### config.mk
export PLATFORM = sky130hd
export DESIGN_NAME = mep_front
export DESIGN_NICKNAME = d
export VERILOG_FILES = /design/src/mep_pkg.sv /design/src/mep_front.sv
export SDC_FILE = /design/constraint.sdc
export NUM_CORES = 2
export LEC_CHECK = 0
export BUFFER_PORTS_ARGS = -buffer_cell sky130_fd_sc_hd__buf_4
export CAP_MARGIN = 20
export CORE_MARGIN = 2
export CORE_UTILIZATION = 34
export DETAILED_ROUTE_END_ITERATION = 7
export SYNTH_ARGS = -nofsm -noshare
export SYNTH_HDL_FRONTEND = slang
export SYNTH_SLANG_ARGS = --single-unit
### constraint.sdc
create_clock -name clk -period 11.7 [get_ports clk]
set_clock_uncertainty 0.1 [all_clocks]
set_input_delay 0 -clock clk [delete_from_list [all_inputs] [get_ports clk]]
set_output_delay 0 -clock clk [all_outputs]
set_load 0.01 [all_outputs]
### src/mep_pkg.sv
`timescale 1ns / 1ps
// ----------------------------------------------------------------------------
// mep_pkg
// Shared types, register indexes, palette and saturation helper for the
// escape-time pixel colouring block.
// ----------------------------------------------------------------------------
package mep_pkg;

  typedef enum logic [2:0] {
    REG_REAL_ORIGIN     = 3'd0,
    REG_IMAG_ORIGIN     = 3'd1,
    REG_STEP_REAL       = 3'd2,
    REG_STEP_IMAG       = 3'd3,
    REG_ITERATION_LIMIT = 3'd4
  } mep_reg_t;

  localparam logic signed [31:0] RESET_REAL_ORIGIN     = -32'sd167772160;
  localparam logic signed [31:0] RESET_IMAG_ORIGIN     = -32'sd134217728;
  localparam logic [30:0]        RESET_STEP_REAL       = 31'd262144;
  localparam logic [30:0]        RESET_STEP_IMAG       = 31'd262144;
  localparam logic [9:0]         RESET_ITERATION_LIMIT = 10'd200;

  localparam int QUEUE_DEPTH = 2;
  localparam int QUEUE_PTR_W = $clog2(QUEUE_DEPTH);
  localparam int QUEUE_CNT_W = $clog2(QUEUE_DEPTH + 1);

  localparam logic [4:0] LIMIT_ENTRY = 5'd16;

  typedef struct packed {
    logic signed [31:0] real_origin;
    logic signed [31:0] imag_origin;
    logic [30:0]        step_real;
    logic [30:0]        step_imag;
    logic [9:0]         iteration_limit;
  } mep_cfg_t;

  typedef struct packed {
    logic signed [31:0] cr;
    logic signed [31:0] ci;
  } mep_point_t;

  typedef struct packed {
    logic full;
    logic empty;
  } mep_queue_status_t;

  function automatic logic signed [31:0] sat32(input logic signed [64:0] v);
    logic signed [31:0] r;
    if (v > 65'sd2147483647) begin
      r = 32'sh7fffffff;
    end else if (v < -65'sd2147483648) begin
      r = 32'sh80000000;
    end else begin
      r = v[31:0];
    end
    return r;
  endfunction

  function automatic logic [23:0] palette(input logic [4:0] idx);
    logic [23:0] rgb;
    unique case (idx)
      5'd0:    rgb = {8'd66,  8'd30,  8'd15};
      5'd1:    rgb = {8'd25,  8'd7,   8'd26};
      5'd2:    rgb = {8'd9,   8'd1,   8'd47};
      5'd3:    rgb = {8'd4,   8'd4,   8'd73};
      5'd4:    rgb = {8'd0,   8'd7,   8'd100};
      5'd5:    rgb = {8'd12,  8'd44,  8'd138};
      5'd6:    rgb = {8'd24,  8'd82,  8'd177};
      5'd7:    rgb = {8'd57,  8'd125, 8'd209};
      5'd8:    rgb = {8'd134, 8'd181, 8'd229};
      5'd9:    rgb = {8'd211, 8'd236, 8'd248};
      5'd10:   rgb = {8'd241, 8'd233, 8'd191};
      5'd11:   rgb = {8'd248, 8'd201, 8'd95};
      5'd12:   rgb = {8'd255, 8'd170, 8'd0};
      5'd13:   rgb = {8'd204, 8'd128, 8'd0};
      5'd14:   rgb = {8'd153, 8'd87,  8'd0};
      5'd15:   rgb = {8'd106, 8'd52,  8'd3};
      default: rgb = {8'd16,  8'd16,  8'd16};
    endcase
    return rgb;
  endfunction

endpackage

### src/mep_front.sv
`timescale 1ns / 1ps
// ----------------------------------------------------------------------------
// mep_front
// Accepts pixel requests and maps them to a point c: multiply by the steps,
// then add the origins, saturate and snap a near-zero imaginary part.
// ----------------------------------------------------------------------------
module mep_front (
  input  logic                   clk,
  input  logic                   rst,
  input  mep_pkg::mep_cfg_t      cfg,
  input  logic                   in_valid,
  output logic                   in_stall,
  input  logic [11:0]            pixel_col,
  input  logic [11:0]            pixel_row,
  input  logic                   queue_full,
  output logic                   push,
  output mep_pkg::mep_point_t    point
);
  import mep_pkg::*;

  logic        prod_valid;
  logic [42:0] prod_re;
  logic [42:0] prod_im;

  logic signed [44:0] cr_exact;
  logic signed [44:0] ci_exact;
  logic [44:0]        ci_mag;
  logic               snap;
  logic               accept;

  assign in_stall = prod_valid & queue_full;
  assign accept   = in_valid & ~in_stall;
  assign push     = prod_valid & ~queue_full;

  always_ff @(posedge clk) begin
    if (rst) begin
      prod_valid <= 1'b0;
    end else if (accept) begin
      prod_valid <= 1'b1;
    end else if (push) begin
      prod_valid <= 1'b0;
    end
  end

  always_ff @(posedge clk) begin
    if (accept) begin
      prod_re <= 43'(pixel_col) * 43'(cfg.step_real);
      prod_im <= 43'(pixel_row) * 43'(cfg.step_imag);
    end
  end

  always_comb begin
    cr_exact = 45'(cfg.real_origin) + $signed({2'b00, prod_re});
    ci_exact = 45'(cfg.imag_origin) + $signed({2'b00, prod_im});
    ci_mag   = ci_exact[44] ? 45'(-ci_exact) : 45'(ci_exact);
    snap     = {ci_mag, 1'b0} < 46'(cfg.step_imag);
    point.cr = sat32(65'(cr_exact));
    point.ci = snap ? 32'sd0 : sat32(65'(ci_exact));
  end

endmodule

==> insert_results.sql <==
INSERT INTO impl_metrics (metric_group, metric, value, unit) VALUES
('run_status', 'outcome', 'finished, final reports clean', ''),
('routing', 'route.final.wire_length', '93.7', 'mm'),
('setup_path', 'critical-path-slowest-cell', 'sky130_fd_sc_hd__or4_1', ''),
('sta', 'final_cycle_share', '0.683', ''),
('placed_design', 'place.port_buffers', '219', ''),
('floorplanning', 'initial_utilization', '0.342', ''),
('routing', 'detail_route.wl_per_cell', '17.6', 'microns'),
('logic_synthesis', 'synth.area.top_cells', 'sky130_fd_sc_hd__fa_1, sky130_fd_sc_hd__ha_1, sky130_fd_sc_hd__inv_1, sky130_fd_sc_hd__edfxtp_1, sky130_fd_sc_hd__nand2_1', ''),
('logic_synthesis', 'post-synth-top-count-cell', 'sky130_fd_sc_hd__inv_1', ''),
('sta', 'timing_hold_violations_final', '0', ''),
('placed_design', 'post-place-cells', '5289', ''),
('sta', 'finalSetupViolations', '0', ''),
('global_routing', 'pin_count_of_the_biggest_net_entering_global_routing', '66', ''),
('clock_network', 'sinks_on_clock_net', '87', ''),
('power', 'sw_frac_of_total', '0.546', ''),
('logic_synthesis', 'synth_fp_nets', '4982', ''),
('logic_synthesis', 'synth-seq-cells', '87', ''),
('cells_and_area', 'drive_above_1_share', '0.0717', ''),
('routing', 'drt_first_iter_violations', '1658', ''),
('logic_synthesis', 'synth-seq-area-share', '0.0789', ''),
('placed_design', 'pre_cts_ws', '3.97', 'ns'),
('logic_synthesis', 'synthDominantAreaCellType', 'sky130_fd_sc_hd__fa_1', ''),
('power', 'vdd_drop_max', '197', 'uV'),
('clock_network', 'tritoncts', 'yes', ''),
('clock_network', 'clk_pin_slew', '0.08', 'ns'),
('clock_network', 'cts_buffers', '9', ''),
('sta', 'grt_setup_unrepaired', 'false', ''),
('cells_and_area', 'final_nets', '5056', ''),
('floorplanning', 'die-height', '315', 'microns'),
('global_routing', 'global_route.usage.total', '0.191', ''),
('setup_path', 'critical_path.startpoint_type', 'register', ''),
('global_routing', 'number_of_antenna_violations_at_the_first_check_in_global_routing', '4', ''),
('sta', 'period_minus_slack', '7.99', 'ns'),
('power', 'power.static_leakage', '17.5', 'nW'),
('clock_network', 'htree_num_levels', '3', ''),
('logic_synthesis', 'synth_flop_cell', 'sky130_fd_sc_hd__edfxtp_1', ''),
('routing', 'remaining_drc_errors', '0', ''),
('logic_synthesis', 'yosys_warnings', '0', ''),
('cells_and_area', 'fillers', '10100', ''),
('global_routing', 'first_pass_grt_wire_length', '151', 'mm'),
('setup_path', 'worstSetupPathType', 'reg2out', ''),
('power', 'power.clock.fraction', '0.029', ''),
('power', 'cellPowerDensity', '318', 'mW/mm^2'),
('setup_path', 'cp_data_required_time', '11.60', 'ns'),
('sta', 'drv_slew', '0', ''),
('logic_synthesis', 'post_synth_num_cell_types', '83', ''),
('clock_network', 'clock_path_buffers', '2', ''),
('sta', 'worst_slew_margin_rel', '0.278', ''),
('logic_synthesis', 'synthDominantCellAreaShare', '0.353', ''),
('power', 'switchingPower', '0.00625', 'W'),
('logic_synthesis', 'syn-cell-area', '0.0330', 'sq mm'),
('sta', 'setup_ws_post_layout', '3.71', 'ns'),
('run', 'maxCapViolations', '0', ''),
('sta', 'tightestPinTransition', '1.08', 'ns'),
('placed_design', 'dp.final_hpwl', '75.2', 'mm'),
('placed_design', 'gp_congestion', '0.916', ''),
('clock_network', 'post-cts-setup-buffers', '0', ''),
('power', 'intPower', '0.00520', 'W'),
('global_routing', 'grt-ovfl-total', '0', ''),
('setup_path', 'end_kind', 'output pin', ''),
('setup_path', 'critPathArrivalTime', '7.89', 'ns'),
('logic_synthesis', 'syn_inst', '3954', ''),
('setup_path', 'cp_max_fo', '32', ''),
('setup_path', 'critical_path.max_stage_delay', '0.59', 'ns'),
('power', 'power_frac_comb', '0.887', ''),
('routing', 'route.detailed.vias_per_inst', '5.09', ''),
('sta', 'setup_total_negative_slack', '0', 'ns'),
('cells_and_area', 'layout-area-overhead-vs-synth', '9.33', '%'),
('logic_synthesis', 'synth_area_per_cell', '8.34', 'sq um'),
('floorplanning', 'placement_rows', '114', ''),
('floorplanning', 'io-pin-count', '230', '');
[stage by stage]
stage / hold WS (ns) / instance area (sq um)
2_1_floorplan: -0.0536 / 33000
3_3_place_gp: 0.0584 / 35700
3_5_place_dp: 0.0626 / 35700
4_1_cts: 0.0120 / 36000
5_1_grt: 0.0314 / 36000
6_report: 0.0235 / 36100
[layer usage]
| metal | up-vias | global-route usage | routed length, microns |
|---|---|---|---|
| li1 | 12600 | - | - |
| met1 | 13600 | 0.252 | 40900 |
| met5 | - | 0 | 30 |
| met2 | 740 | 0.336 | 45800 |
| met3 | 94 | 0.0243 | 5370 |
| met4 | 4 | 0.0396 | 1630 |
[power groups by stage]
stage / clock [W] / sequential [W] / combinational, W
detailed placement: 0 / 0.000965 / 0.0101
finish: 0.000331 / 0.000959 / 0.0102
floorplan: 0 / 0.000919 / 0.00746
CTS: 0.000341 / 0.000960 / 0.0102
global route: 0.000347 / 0.000969 / 0.0115
global placement: 0 / 0.000968 / 0.0101
[placed cells by master (no fill, tap or decap), types with 7 or more instances in the layout]
cell type / instances
sky130_fd_sc_hd__and2_1: 264
sky130_fd_sc_hd__a21oi_1: 158
sky130_fd_sc_hd__o21ai_1: 7
sky130_fd_sc_hd__nor3_1: 48
sky130_fd_sc_hd__nor2b_1: 23
sky130_fd_sc_hd__nor2_1: 160
sky130_fd_sc_hd__o21ai_0: 162
sky130_fd_sc_hd__nand4_1: 22
sky130_fd_sc_hd__a311oi_1: 7
sky130_fd_sc_hd__a21o_1: 78
sky130_fd_sc_hd__or2_2: 10
sky130_fd_sc_hd__o31a_1: 9
sky130_fd_sc_hd__xor2_1: 43
sky130_fd_sc_hd__o31ai_1: 19
sky130_fd_sc_hd__nor3b_1: 8
sky130_fd_sc_hd__o21bai_1: 28
sky130_fd_sc_hd__nand3_1: 40
sky130_fd_sc_hd__edfxtp_1: 86
sky130_fd_sc_hd__and3_1: 19
sky130_fd_sc_hd__buf_4: 229
sky130_fd_sc_hd__a31oi_1: 19
sky130_fd_sc_hd__nor4_1: 20
sky130_fd_sc_hd__o211ai_1: 10
sky130_fd_sc_hd__xnor2_1: 116
sky130_fd_sc_hd__o2111ai_1: 8
sky130_fd_sc_hd__nand2b_1: 22
sky130_fd_sc_hd__clkbuf_16: 9
sky130_fd_sc_hd__mux2i_1: 8
sky130_fd_sc_hd__or3_1: 11
sky130_fd_sc_hd__a211oi_1: 18
sky130_fd_sc_hd__and4_1: 13
sky130_fd_sc_hd__ha_1: 282
sky130_fd_sc_hd__a221oi_1: 7
sky130_fd_sc_hd__fa_1: 582
sky130_fd_sc_hd__o21a_1: 25
sky130_fd_sc_hd__nand2_1: 584
sky130_fd_sc_hd__inv_1: 764
[cell type report]
class | count | area [sq um] | share of cell area
Clock buffer | 9 | 225 | 0.00625
Inverter | 764 | 2870 | 0.0795
Sequential cell | 87 | 2600 | 0.0722
Tap cell | 1276 | 1600 | 0.0443
Antenna cell | 3 | 7.51 | 0.000208
Timing Repair Buffer | 234 | 1770 | 0.0491
Multi-Input combinational cell | 2932 | 26900 | 0.746
Clock inverter | 7 | 88.8 | 0.00246
[critical path: cells and delay by family (launching register included)]
| family | cells | cell delay (ns) |
|---|---|---|
| flip-flops | 1 | 0.33 |
| AND/OR/NAND/NOR | 12 | 3.73 |
| AO/OA/AOI/OAI | 10 | 1.91 |
| XOR/XNOR | 1 | 0.17 |
| adder cells (fa/ha/maj) | 3 | 0.89 |
| buffers and inverters | 3 | 0.50 |
[flip-flops by register name (all words and copies together), names as in the netlist]
signal      count
prod_re        43
prod_im        43
prod_valid      1
[cell families after synthesis]
kind of cell    synth area share
flops                     0.0789
compound gates             0.123
xor+xnor                  0.0428
simple gates               0.185
buf+inv                    0.107
fa+ha+maj                  0.460
mux                      0.00323
[worst paths after layout]
check,from,endpoint,slack (ns),depth (start not counted)
max,prod_im[0],point[31],3.71,29
min,cfg[42],prod_re[1],0.02,3
max reg2reg,prod_valid,prod_im[2],9.29,3
min reg2reg,prod_valid,prod_re[42],0.77,2
[timing repair]
item / CTS / global route
resized for setup: 0 / 0
hold buffers: 4 / 0
hold endpoints to repair: 3 / 0
Power figures use the tool's default switching activity.
