===== config.mk =====
export PLATFORM = sky130hd
export DESIGN_NAME = mep_queue
export DESIGN_NICKNAME = d
export VERILOG_FILES = /design/src/mep_pkg.sv /design/src/mep_queue.sv
export SDC_FILE = /design/constraint.sdc
export NUM_CORES = 1
export LEC_CHECK = 0
export ABC_AREA = 1
export BUFFER_PORTS_ARGS = -buffer_cell sky130_fd_sc_hd__buf_2
export CORE_ASPECT_RATIO = 0.8
export CORE_UTILIZATION = 47
export CTS_CLUSTER_SIZE = 40
export DETAILED_ROUTE_END_ITERATION = 16
export GPL_TIMING_DRIVEN = 0
export PLACE_DENSITY = 0.8
export SYNTH_ARGS = -nofsm -noshare
export SYNTH_HDL_FRONTEND = slang
export SYNTH_SLANG_ARGS = --single-unit

===== constraint.sdc =====
create_clock -name clk -period 4.05 [get_ports clk]
set_input_delay 0.81 -clock clk [delete_from_list [all_inputs] [get_ports clk]]
set_output_delay 0.81 -clock clk [all_outputs]
set_load 0.02 [all_outputs]

===== src/mep_pkg.sv =====
`timescale 1ns / 1ps
// ----------------------------------------------------------------------------
// mep_pkg
// Shared types, register indexes, palette and saturation helper for the
// escape-time pixel colouring block.
// ----------------------------------------------------------------------------
package mep_pkg;

  typedef enum logic [2:0] {
    REG_REAL_ORIGIN     = 3'd0,
    REG_IMAG_ORIGIN     = 3'd1,
    REG_STEP_REAL       = 3'd2,
    REG_STEP_IMAG       = 3'd3,
    REG_ITERATION_LIMIT = 3'd4
  } mep_reg_t;

  localparam logic signed [31:0] RESET_REAL_ORIGIN     = -32'sd167772160;
  localparam logic signed [31:0] RESET_IMAG_ORIGIN     = -32'sd134217728;
  localparam logic [30:0]        RESET_STEP_REAL       = 31'd262144;
  localparam logic [30:0]        RESET_STEP_IMAG       = 31'd262144;
  localparam logic [9:0]         RESET_ITERATION_LIMIT = 10'd200;

  localparam int QUEUE_DEPTH = 2;
  localparam int QUEUE_PTR_W = $clog2(QUEUE_DEPTH);
  localparam int QUEUE_CNT_W = $clog2(QUEUE_DEPTH + 1);

  localparam logic [4:0] LIMIT_ENTRY = 5'd16;

  typedef struct packed {
    logic signed [31:0] real_origin;
    logic signed [31:0] imag_origin;
    logic [30:0]        step_real;
    logic [30:0]        step_imag;
    logic [9:0]         iteration_limit;
  } mep_cfg_t;

  typedef struct packed {
    logic signed [31:0] cr;
    logic signed [31:0] ci;
  } mep_point_t;

  typedef struct packed {
    logic full;
    logic empty;
  } mep_queue_status_t;

  function automatic logic signed [31:0] sat32(input logic signed [64:0] v);
    logic signed [31:0] r;
    if (v > 65'sd2147483647) begin
      r = 32'sh7fffffff;
    end else if (v < -65'sd2147483648) begin
      r = 32'sh80000000;
    end else begin
      r = v[31:0];
    end
    return r;
  endfunction

  function automatic logic [23:0] palette(input logic [4:0] idx);
    logic [23:0] rgb;
    unique case (idx)
      5'd0:    rgb = {8'd66,  8'd30,  8'd15};
      5'd1:    rgb = {8'd25,  8'd7,   8'd26};
      5'd2:    rgb = {8'd9,   8'd1,   8'd47};
      5'd3:    rgb = {8'd4,   8'd4,   8'd73};
      5'd4:    rgb = {8'd0,   8'd7,   8'd100};
      5'd5:    rgb = {8'd12,  8'd44,  8'd138};
      5'd6:    rgb = {8'd24,  8'd82,  8'd177};
      5'd7:    rgb = {8'd57,  8'd125, 8'd209};
      5'd8:    rgb = {8'd134, 8'd181, 8'd229};
      5'd9:    rgb = {8'd211, 8'd236, 8'd248};
      5'd10:   rgb = {8'd241, 8'd233, 8'd191};
      5'd11:   rgb = {8'd248, 8'd201, 8'd95};
      5'd12:   rgb = {8'd255, 8'd170, 8'd0};
      5'd13:   rgb = {8'd204, 8'd128, 8'd0};
      5'd14:   rgb = {8'd153, 8'd87,  8'd0};
      5'd15:   rgb = {8'd106, 8'd52,  8'd3};
      default: rgb = {8'd16,  8'd16,  8'd16};
    endcase
    return rgb;
  endfunction

endpackage


===== src/mep_queue.sv =====
`timescale 1ns / 1ps
// ----------------------------------------------------------------------------
// mep_queue
// Two-entry queue of points between the coordinate front and the
// iteration back.
// ----------------------------------------------------------------------------
module mep_queue (
  input  logic                        clk,
  input  logic                        rst,
  input  logic                        push,
  input  mep_pkg::mep_point_t         push_data,
  input  logic                        pop,
  output mep_pkg::mep_point_t         pop_data,
  output mep_pkg::mep_queue_status_t  status
);
  import mep_pkg::*;

  mep_point_t             entries [QUEUE_DEPTH];
  logic [QUEUE_PTR_W-1:0] wr_ptr;
  logic [QUEUE_PTR_W-1:0] rd_ptr;
  logic [QUEUE_CNT_W-1:0] fill;

  assign status.full  = fill == QUEUE_CNT_W'(QUEUE_DEPTH);
  assign status.empty = fill == '0;
  assign pop_data     = entries[rd_ptr];

  always_ff @(posedge clk) begin
    if (rst) begin
      wr_ptr <= '0;
      rd_ptr <= '0;
      fill   <= '0;
    end else begin
      if (push) begin
        wr_ptr <= (wr_ptr == QUEUE_PTR_W'(QUEUE_DEPTH - 1)) ? '0 : wr_ptr + 1'b1;
      end
      if (pop) begin
        rd_ptr <= (rd_ptr == QUEUE_PTR_W'(QUEUE_DEPTH - 1)) ? '0 : rd_ptr + 1'b1;
      end
      if (push && !pop) begin
        fill <= fill + 1'b1;
      end else if (pop && !push) begin
        fill <= fill - 1'b1;
      end
    end
  end

  always_ff @(posedge clk) begin
    if (push) begin
      entries[wr_ptr] <= push_data;
    end
  end

endmodule


==> results of run 1 <==
## tightest hold or removal path: stages (launching register included)
cell     delay [ps]
dfxtp_1         320
xnor2_1          80
nor2_1           90
## how the worst max path moves through the flow
stage / start / end / slack [ps] / depth (start not counted)
5_1_grt: register / pop_data[62] / 1560 / 4
2_1_floorplan: push / entries[0][0] / 30 / 2
6_report: register / pop_data[62] / 1640 / 4
3_3_place_gp: push / entries[0][27] / -1600 / 3
3_5_place_dp: push / entries[1][30] / 1850 / 4
4_1_cts: register / pop_data[62] / 1600 / 4
## cell families after synthesis
kind of cell | synth area share, %
xor+xnor | 0.170
compound gates | 0.194
flops | 76.6
fa+ha+maj | 0.243
buf+inv | 3.21
mux | 18.4
simple gates | 1.19
## registers in the layout (all words and copies together), names as in the netlist, named ones only
name / count
fill: 2
entries: 128
wr_ptr: 1
rd_ptr: 1
## report_power, final
group | switching [mW] | internal (mW)
registers | 0.0200 | 1.59
logic | 0.233 | 0.210
clock network | 0.555 | 0.967
total | 0.808 | 2.77
## per-stage QoR
step / cell area [sq um] / std cells
detailed placement: 6060 / 508
floorplan: 5150 / 232
CTS: 6660 / 540
global placement: 5990 / 505
finish: 6660 / 540
global route: 6660 / 540
## routing by layer
| metal | global-route usage (%) | vias to the layer above | share of wire [%] |
|---|---|---|---|
| met3 | 7.06 | 13 | 6.3 |
| met2 | 25.0 | 97 | 48 |
| met1 | 20.1 | 1250 | 44 |
| met5 | 0 | - | 0 |
| met4 | 6.96 | 0 | 1.2 |
| li1 | - | 1210 | - |
## layout make-up
cell class                 count  area [sq um]
buffer                         7           131
clock buffer                  20           437
clock inverter                12           156
fill                         747          3790
inverter                       9          33.8
multi-input combinational     83          1050
sequential                   133          3940
tap                          140           175
timing repair buffer         136           733
## synthesized netlist by cell type, drive strengths merged
library cell,number,share of area (%)
a21oi,1,0.097
nand3,1,0.097
buf,7,2.6
nand2,5,0.36
edfxtp,128,75
xnor2,1,0.17
ha,1,0.24
inv,9,0.66
nor2,7,0.51
o21ai,1,0.097
nor3,1,0.097
dfxtp,5,1.9
nand4,1,0.12
mux2,64,18
==> flow_summary.ini, run 1 <==
[outcome]
status = finished, final reports clean

[finish]
layout_common_cells = 133 x buf_2, 128 x edfxtp_1, 60 x mux2_4, 17 x clkbuf_16
drive_gt1_share_pct = 59.5
final_common_cell = buf_2
area_delta_synth_final_pct = 29.3
diodes = 0
nets = 456
final_util_pct = 63.7

[logic_synthesis]
synth.yosys.seq_area_share_pct = 76.6
synth_cells = 232
ys_warn_count = 0
syn_area_sq_um = 5150
synth-seq-cells = 133
avgSynthCellArea_sq_um = 22.2
synth_cell_type_count = 16
syn_nets = 301

[timing]
timing.hold.ws_ps = 530
slew_violations = 0
fin_crit_ps = 2410
min_period_over_period_pct = 59.4
setup_viol = 0
skew_ps = 12.2
finalHoldViolations = 0
worst_slew_pin_slew_ps = 692
worst_slack_ps = 1640
rsz0062_at_grt = no
setup_tns_ps = 0
relSlewSlack_pct = 53.8
fmax_mhz = 416

[worst_setup_path]
cp_max_fo = 10
r2r_slack_ps = 2410
r2r_cells = 3
critPathArrivalTime_ps = 1600
critPathMaxStageDelay_ps = 320
end_kind = output pin
crit_chain = buf_6 -> buf_12 -> mux2_4 -> buf_2
cp.required_ps = 3240
crit_slowest_cell = dfxtp_1
path_delay_family = buffers and inverters
crit_buf_inv = 3
reg2reg_to = entries[1][24]
worstSetupPathType = register to output pin
r2r-start = wr_ptr
worst_setup_path_start_kind = register

[floorplanning]
rows = 33
chipWidth_um = 119
num_io_pins = 134
die_area_sq_um = 11400
coreArea_sq_um = 10400
initial_core_util_pct = 49.3
die_y_um = 95.6

[min_path]
hold_depth = 2
hold_class = register to register
worstHoldEndpoint = rd_ptr
hold_start = rd_ptr

[global_routing]
antenna_found_initial = 0
track_usage_pct = 16.2
grt_pass1_vias = 2655
grt_max_degree = 37
grt_pass1_wl_um = 13400
grt_remaining_overflow = 0

[route]
ant_nets = 0
vias = 2570
wl_per_cell_um = 16.1
via_per_inst = 4.76
dr.pass1.iters = 4
drc = 0
first_iter_violations = 139
finalWirelength_um = 8720

[clock_network]
cts_tree = built
cts_setup_buffers = 0
cts_sinks = 133
cts_resized = 0
clk_latency_ps = 420
clk_pin_slew_ps = 50
clock_path_buffers = 2
cts_hold_buf = 0
cts_root_buf = clkbuf_16
h-tree-depth = 4
cts_buffers = 17

[place]
io_buffers = 133
place.gp.congestion = 0.686
post-place-ws_ps = 1850
dpl.hpwl_um = 5680

[power]
p_leak_nw = 2.69
power.density_nw_per_um2 = 537
peakVddDrop_v = 0.000314
power_mw = 3.58

[job]
drv_cap = 0
No activity file was read; power rests on OpenSTA's default activity.
==> run 2: changes to the inputs <==
- ABC_AREA: 1 -> 0
- PLACE_DENSITY: 0.8 -> 0.81
- clock period: 4.05 -> 2.2 ns (I/O delays scaled with it)
==> run 2 against run 1 <==
  * Sequential power grew 86%
  * Design area shrank 4.2%
  * Clock-buffer cell count is the same
  * Critical path depth is the same
  * Clock power grew 97%
  * Critical path type unchanged
  * Critical endpoint is now pop_data[13]
  * Largest power group is now clock
==> flow_summary.ini, run 2 <==
[place]
dpl.hpwl_um = 5250
post-place-ws_ps = 445
place.gp.congestion = 0.651
io_buffers = 133

[finish]
top_register = entries
final_common_cell = buf_2
multi_input_area_sq_um = 835
largest_register_ffs = 128
layout_common_cells = 133 x buf_2, 128 x edfxtp_1, 64 x mux2_2, 17 x clkbuf_16, 6 x buf_6
seq_area_sq_um = 3940
reg.largest.list = entries (128), fill (2)
nets = 444
diodes = 0
area_delta_synth_final_pct = 31.6
nFillCells = 693
drive_gt1_share_pct = 61.1
final_util_pct = 64.8

[timing]
fin_crit_ps = 2050
timing.hold.ws_ps = 226
min_period_over_period_pct = 93.0
setup_viol = 0
setup_tns_ps = 0
slew_violations = 0
fmax_mhz = 489
worst_slew_pin_slew_ps = 879
relSlewSlack_pct = 41.4
skew_ps = 5.80
worst_slack_ps = 155
finalHoldViolations = 0
rsz0062_at_grt = no

[worst_setup_path]
end_kind = output pin
worstSetupPathType = register to output pin
cp_max_fo = 10
crit_buf_inv = 3
r2r_cells = 1
worst_setup_path_start_kind = register
crit_slowest_cell = mux2_2
cp.required_ps = 1760
path_depth = 4
path_delay_family = buffers and inverters
critPathArrivalTime_ps = 1610
crit_chain = buf_4 -> buf_6 -> mux2_2 -> buf_2
critPathMaxStageDelay_ps = 350

[job]
drv_cap = 0

[power]
peakVddDrop_v = 0.000732
p_leak_nw = 2.44
power.density_nw_per_um2 = 1060
power_mw = 6.74

[clock_network]
cts_tree = built
cts_resized = 0
clk_latency_ps = 400
clk_pin_slew_ps = 50
cts_setup_buffers = 0
cts_buffers = 17
h-tree-depth = 4
cts_hold_buf = 0
clock_path_buffers = 2
cts_sinks = 133
cts_root_buf = clkbuf_16

[floorplanning]
die_y_um = 92.8
num_io_pins = 134
coreArea_sq_um = 9850
rows = 32
initial_core_util_pct = 49.2
chipWidth_um = 116
die_area_sq_um = 10700

[logic_synthesis]
yosysMostFrequentCell = edfxtp_1
synth_async_sr_flop_share_pct = 0
synth_area_leaders = edfxtp_1 79%, mux2_2 15%, dfxtp_1 2.1%
synth.yosys.seq_area_share_pct = 81.4
synth_cell_type_count = 16
yosys.area.top_type = edfxtp_1
synth.top_cell.area_share_pct = 79.3
syn_nets = 290
synth_flop_cell = edfxtp_1
syn_area_sq_um = 4850
synth_common_cells = 128 x edfxtp_1, 64 x mux2_2, 6 x buf_6
synth-seq-cells = 133
avgSynthCellArea_sq_um = 21.9
synth_cells = 221
ys_warn_count = 0
synth_edf_count = 128

[route]
dr.pass1.iters = 4
ant_nets = 0
drc = 0
wl_per_cell_um = 15.7
vias = 2489
finalWirelength_um = 8210
via_per_inst = 4.75
first_iter_violations = 151

[outcome]
status = finished, final reports clean

[global_routing]
track_usage_pct = 16.1
grt_pass1_vias = 2553
grt_max_degree = 65
antenna_found_initial = 0
grt_pass1_wl_um = 12300
grt_remaining_overflow = 0

[min_path]
hold_depth = 1
hold_class = input port to register
[run 2: cell families after synthesis]
kind of cell             after synthesis  synth area share, %
AO/OA/AOI/OAI                          2                0.206
adder cells (fa/ha/maj)                1                0.258
flip-flops                           133                 81.4
buffers and inverters                  8                 1.63
multiplexers                          64                 14.9
XOR/XNOR                               4                0.723
AND/OR/NAND/NOR                        9                0.955
[run 2: per-stage QoR]
stage          instances  instance area, sq um
2_1_floorplan        221                  4860
3_3_place_gp         490                  5690
3_5_place_dp         492                  5740
4_1_cts              524                  6380
5_1_grt              524                  6380
6_report             524                  6380
[run 2: worst paths after layout]
check / from / to / slack [ps]
setup / recovery: register / pop_data[13] / 150
hold / removal: push_data[47] / entries[0][47] / 230
setup reg to reg: wr_ptr / entries[1][63] / 620
hold reg to reg: fill[1] / fill[1] / 520
[run 2: power breakdown]
part           internal (mW)  leakage [nW]  switching, mW
Combinational          0.314         0.885          0.428
Clock                   2.01         0.307          0.984
Sequential              2.95          1.24         0.0388
[run 2: cell type report]
type / instances / area share [%]
Multi-Input combinational cell: 80 / 13.1
Tap cell: 136 / 2.67
Inverter: 1 / 0.0588
Timing Repair Buffer: 135 / 11.2
Clock buffer: 20 / 6.85
Buffer: 7 / 1.18
Clock inverter: 12 / 3.16
Sequential cell: 133 / 61.8
[run 2: per-layer routing]
layer  global-route usage (%)  vias up  wire length (um)
met4                     7.47        0                75
met5                        0        -                 0
li1                         -     1182                 -
met3                     6.54        8               621
met1                     18.3     1205              3330
met2                     26.5       94              4180
